--- src/rtl/core/sipq_pkg.sv ---
`default_nettype none
package sipq_pkg;

	localparam logic ACT_INSERT = 1'b0;
	localparam logic ACT_POP    = 1'b1;

	typedef enum logic [1:0] {
		ST_INSERTED = 2'd0,
		ST_POPPED   = 2'd1,
		ST_EMPTY    = 2'd2,
		ST_FULL     = 2'd3
	} status_t;

	typedef struct packed {
		logic [30:0] id;
		logic [15:0] key;
	} entry_t;

	typedef struct packed {
		logic        action;
		logic [30:0] item_id;
		logic [15:0] item_key;
	} req_t;

	typedef struct packed {
		status_t     status;
		logic [30:0] out_id;
		logic [15:0] out_key;
		logic [6:0]  occupancy;
	} rsp_t;

	typedef enum logic [2:0] {
		SQ_IDLE,
		SQ_INS_CMP,
		SQ_INS_WR,
		SQ_POP_HEAD,
		SQ_POP_MOVE,
		SQ_RESP
	} state_t;

endpackage
`default_nettype wire

--- src/rtl/core/sipq_ram.sv ---
`default_nettype none
module sipq_ram #(
	parameter int DEPTH = 64,
	localparam int AW = (DEPTH > 1) ? $clog2(DEPTH) : 1
) (
	input  logic                clk,
	input  logic                wr_en,
	input  logic [AW-1:0]       wr_addr,
	input  sipq_pkg::entry_t    wr_data,
	input  logic                rd_en,
	input  logic [AW-1:0]       rd_addr,
	output sipq_pkg::entry_t    rd_data
);

	sipq_pkg::entry_t mem_q [DEPTH];
	sipq_pkg::entry_t rd_data_q;

	always_ff @(posedge clk) begin
		if (wr_en) begin
			mem_q[wr_addr] <= wr_data;
		end
	end

	always_ff @(posedge clk) begin
		if (rd_en) begin
			rd_data_q <= mem_q[rd_addr];
		end
	end

	assign rd_data = rd_data_q;

endmodule
`default_nettype wire

--- config.mk ---
export PLATFORM = sky130hd
export DESIGN_NAME = sipq_ram
export DESIGN_NICKNAME = d
export VERILOG_FILES = /design/src/rtl/core/sipq_pkg.sv /design/src/rtl/core/sipq_ram.sv
export SDC_FILE = /design/constraint.sdc
export NUM_CORES = 2
export LEC_CHECK = 0
export BUFFER_PORTS_ARGS = -buffer_cell sky130_fd_sc_hd__buf_2
export CORE_ASPECT_RATIO = 2
export CORE_MARGIN = 2
export CORE_UTILIZATION = 30
export DETAILED_ROUTE_END_ITERATION = 12
export PLACE_DENSITY_LB_ADDON = 0.3
export SETUP_SLACK_MARGIN = 0.3
export SYNTH_ARGS = -nofsm -noshare
export SYNTH_HDL_FRONTEND = slang
export SYNTH_SLANG_ARGS = --single-unit
--- constraint.sdc ---
create_clock -name clk -period 4.6 [get_ports clk]
set_input_delay 0.46 -clock clk [delete_from_list [all_inputs] [get_ports clk]]
set_output_delay 0.46 -clock clk [all_outputs]
set_load 0.05 [all_outputs]
==> summary.md <==
| Metric | Value |
|---|---|
| Number of synthesized register bits | 3,055 |
| RSZ-0062 raised after global routing | false |
| Met2 global-route usage | ~28% |
| Routability Congestion | around 0.75 |
| P_leak | roughly 41 nW |
| Initial antenna violation count | 22 |
| Fraction of layout cells with a size suffix above 1 | 29.8% |
| Max-Cap Viols | 0 |
| Fin. max-slew vios | 0 |
| HPWL after detailed placement | ~180 mm |
| Vias per cell | 5.20 |
| Full die area | around 390,000 um2 |
| Met3 global-route usage | under 10% |
| Most frequent cells in the layout | edfxtp_1, mux4_2, clkbuf_16 |
| Critical path startpoint category | input pin |
| Setup bufs post-CTS | 0 |
| Worst-Skew Late Latency | approximately 870 ps |
| Core Box Area | 384,000 um2 |
| Slew @ Worst Pin | roughly 1500 ps |
| Worst Slack Setup Final | 1410 ps |
| Port bufs | approximately 110 |
| Initial DRC count | 6,075 |
| Grt peak-use layer | met2 |
| Post-route cell area | 134,000 um2 |
| DR vias | between 50,000 and 60,000 |
| Worst Path Max Fanout | 54 |
| Fin crit period | 3190 ps |
| Clock Tree Root | clkbuf_16 |
| Routed Antenna Nets | 0 |
| Synth warnings | 0 |
| Remaining Overflow, GRT | 0 |
| Hold crit path type | input pin to register |
| Power, Total | slightly below 0.06 W |
| Met1 GRT Util | around 22% |
| Psw | 0.0124 W |
| Post-Syn Area | ~120,000 um2 |
| Die span in x | between 400 and 500 um |
| Peak Freq | 0.313 GHz |
| Most common cell after layout, fill and taps aside | edfxtp_1 |
| CP Capture Type | register |
| Setup TNS Final | 0 ps |
| Clock skew | between 30 and 40 ps |
| Tcrit/Tclk final | 69.4% |
| Combinational power share | 5.2% |
| CTS tree | done |
| Post-Syn Area per Cell | 23.6 um2 |
| Max Buffers Root-to-Sink | 4 |
| Post-Route WL | approximately 330 mm |
| Drc violations | 0 |
| Reg clk slew, reported paths | approximately 60 ps |
| Worst endpoint required time | 5150 ps |
| I/O pins | about 110 |
| Starting Density | a little under a third |
| Status | finished, final reports clean |
| Pint | roughly 0.045 W |
| # rows | ~320 |
| Total clock buffers created by CTS | 305 |
| Nets@finish | between 5,000 and 6,000 |
| CTS HTree Levels | 5 |
| Placed Instances | ~10,000 |
| Sw frac | a little over a fifth |
| Fin cells | 10,574 |
| Final setup viols | 0 |
| Max IR drop VDD | about 0.38 mV |
| Largest net degree at the start of global routing | 99 |
| Vias in the first global route | between 50,000 and 60,000 |
| Drt pass-1 iters | 5 |
| Area Growth Syn to Fin | 16.1% |
| Setup CP Type | input pin to register |
| Final Hold Fails | 0 |
| Clock sink count | 3,055 |
| Total Routing Usage GR | between 15 and 20% |
| Avg WL per Cell | just over 30 um |
| Placed inst area | 125,000 um2 |
| Gate count after technology mapping | 4,890 |
| Setup WS pre-CTS | around 500 ps |
| Register area share after synthesis | just under 80% |
| Max-slew headroom | less than 1% |
| R2R setup slack | ~1800 ps |
| Flop pwr share | 53.6% |
| First-pass GRT wire length | approximately 450 mm |
| Die Ht | approximately 900 um |
| Syn_nets | 4,952 |
| Crit path arrival time | 3750 ps |
| Netlist cell types | 36 |
| Power per cell area | about 430 nW/um2 |
| Clock power share | between 40 and 50% |
metal layers:
metal	vias up	wire length, um
met5	-	71
met4	12	9160
li1	22030	-
met2	1995	164000
met3	438	18800
met1	30473	135000
registers in the layout, summed over array words and instances (netlist names):
name     count
rd_data     47
mem_q     3008
Yosys cell counts:
cell type,number,area (um2)
a2111oi_0,2,17.5
a211oi_1,7,52.6
a21oi_1,69,345
a221oi_1,33,289
a22o_1,16,140
a22oi_1,24,180
and2_1,4,25.0
and3_1,8,50.1
buf_1,20,75.1
buf_2,96,480
buf_4,35,263
buf_6,27,304
clkbuf_1,103,387
edfxtp_1,3055,91700
mux2_2,40,450
mux2i_1,112,1120
mux4_2,720,16200
nand2_1,24,90.1
nand2b_1,12,75.1
nand3_1,13,65.1
nand3b_1,3,22.5
nand4_1,2,12.5
nand4b_1,1,8.76
nor2_1,97,364
nor2b_1,20,125
nor3_1,6,30.0
nor4_1,39,244
o21a_1,8,60.1
o21ai_0,20,100
o21ai_1,4,20.0
o221ai_1,58,508
o22a_1,31,272
o22ai_1,173,1080
or2_2,3,18.8
or3_1,3,18.8
or3b_2,2,17.5
timing repair:
action / 4_1_cts / 5_1_grt
hold buffers: 1 / 0
resized for setup: 0 / 0
hold endpoints to repair: 11 / 0
through the flow:
step / hold WS, ps / util, %
floorplan: 559 / -
global placement: 858 / 32.4
detailed placement: 870 / 32.5
CTS: 94.0 / 34.9
global route: 158 / 34.9
finish: 160 / 34.9
power groups by stage:
stage               Combinational [W]  Sequential [W]  Clock, W
floorplan                     0.00145          0.0317         0
global placement              0.00303          0.0316         0
detailed placement            0.00306          0.0316         0
CTS                           0.00306          0.0310    0.0242
global route                  0.00316          0.0310    0.0252
finish                        0.00300          0.0310    0.0238
final cells by class:
| type | count | area, um2 |
|---|---|---|
| diodes | 8 | 20.0 |
| repair buffers | 403 | 3890 |
| clock buffers | 389 | 8160 |
| clock inverters | 143 | 1140 |
| fillers | 35385 | 250000 |
| well taps | 5022 | 6280 |
| flip-flops and latches | 3055 | 91700 |
| multi-input cells | 1554 | 22600 |
path summary, 6_finish.rpt:
path,startpoint,depth (start not counted),endpoint
setup / recovery,rd_addr[0],6,rd_data[19]
hold / removal,wr_data[8],1,mem_q[15][8]
setup reg to reg,mem_q[13][19],4,rd_data[19]
hold reg to reg,mem_q[34][13],4,rd_data[13]
kinds of logic after synthesis:
group / share of synthesized area (%)
flops: 79.6
mux: 15.4
compound gates: 2.66
buf+inv: 1.31
simple gates: 1.01
critical path, stage by stage:
cell	delay, ps
buf_8	600
buf_4	460
mux4_2	560
mux2_2	310
a221oi_1	1230
nor4_1	90
(Power assumes the default switching activity.)
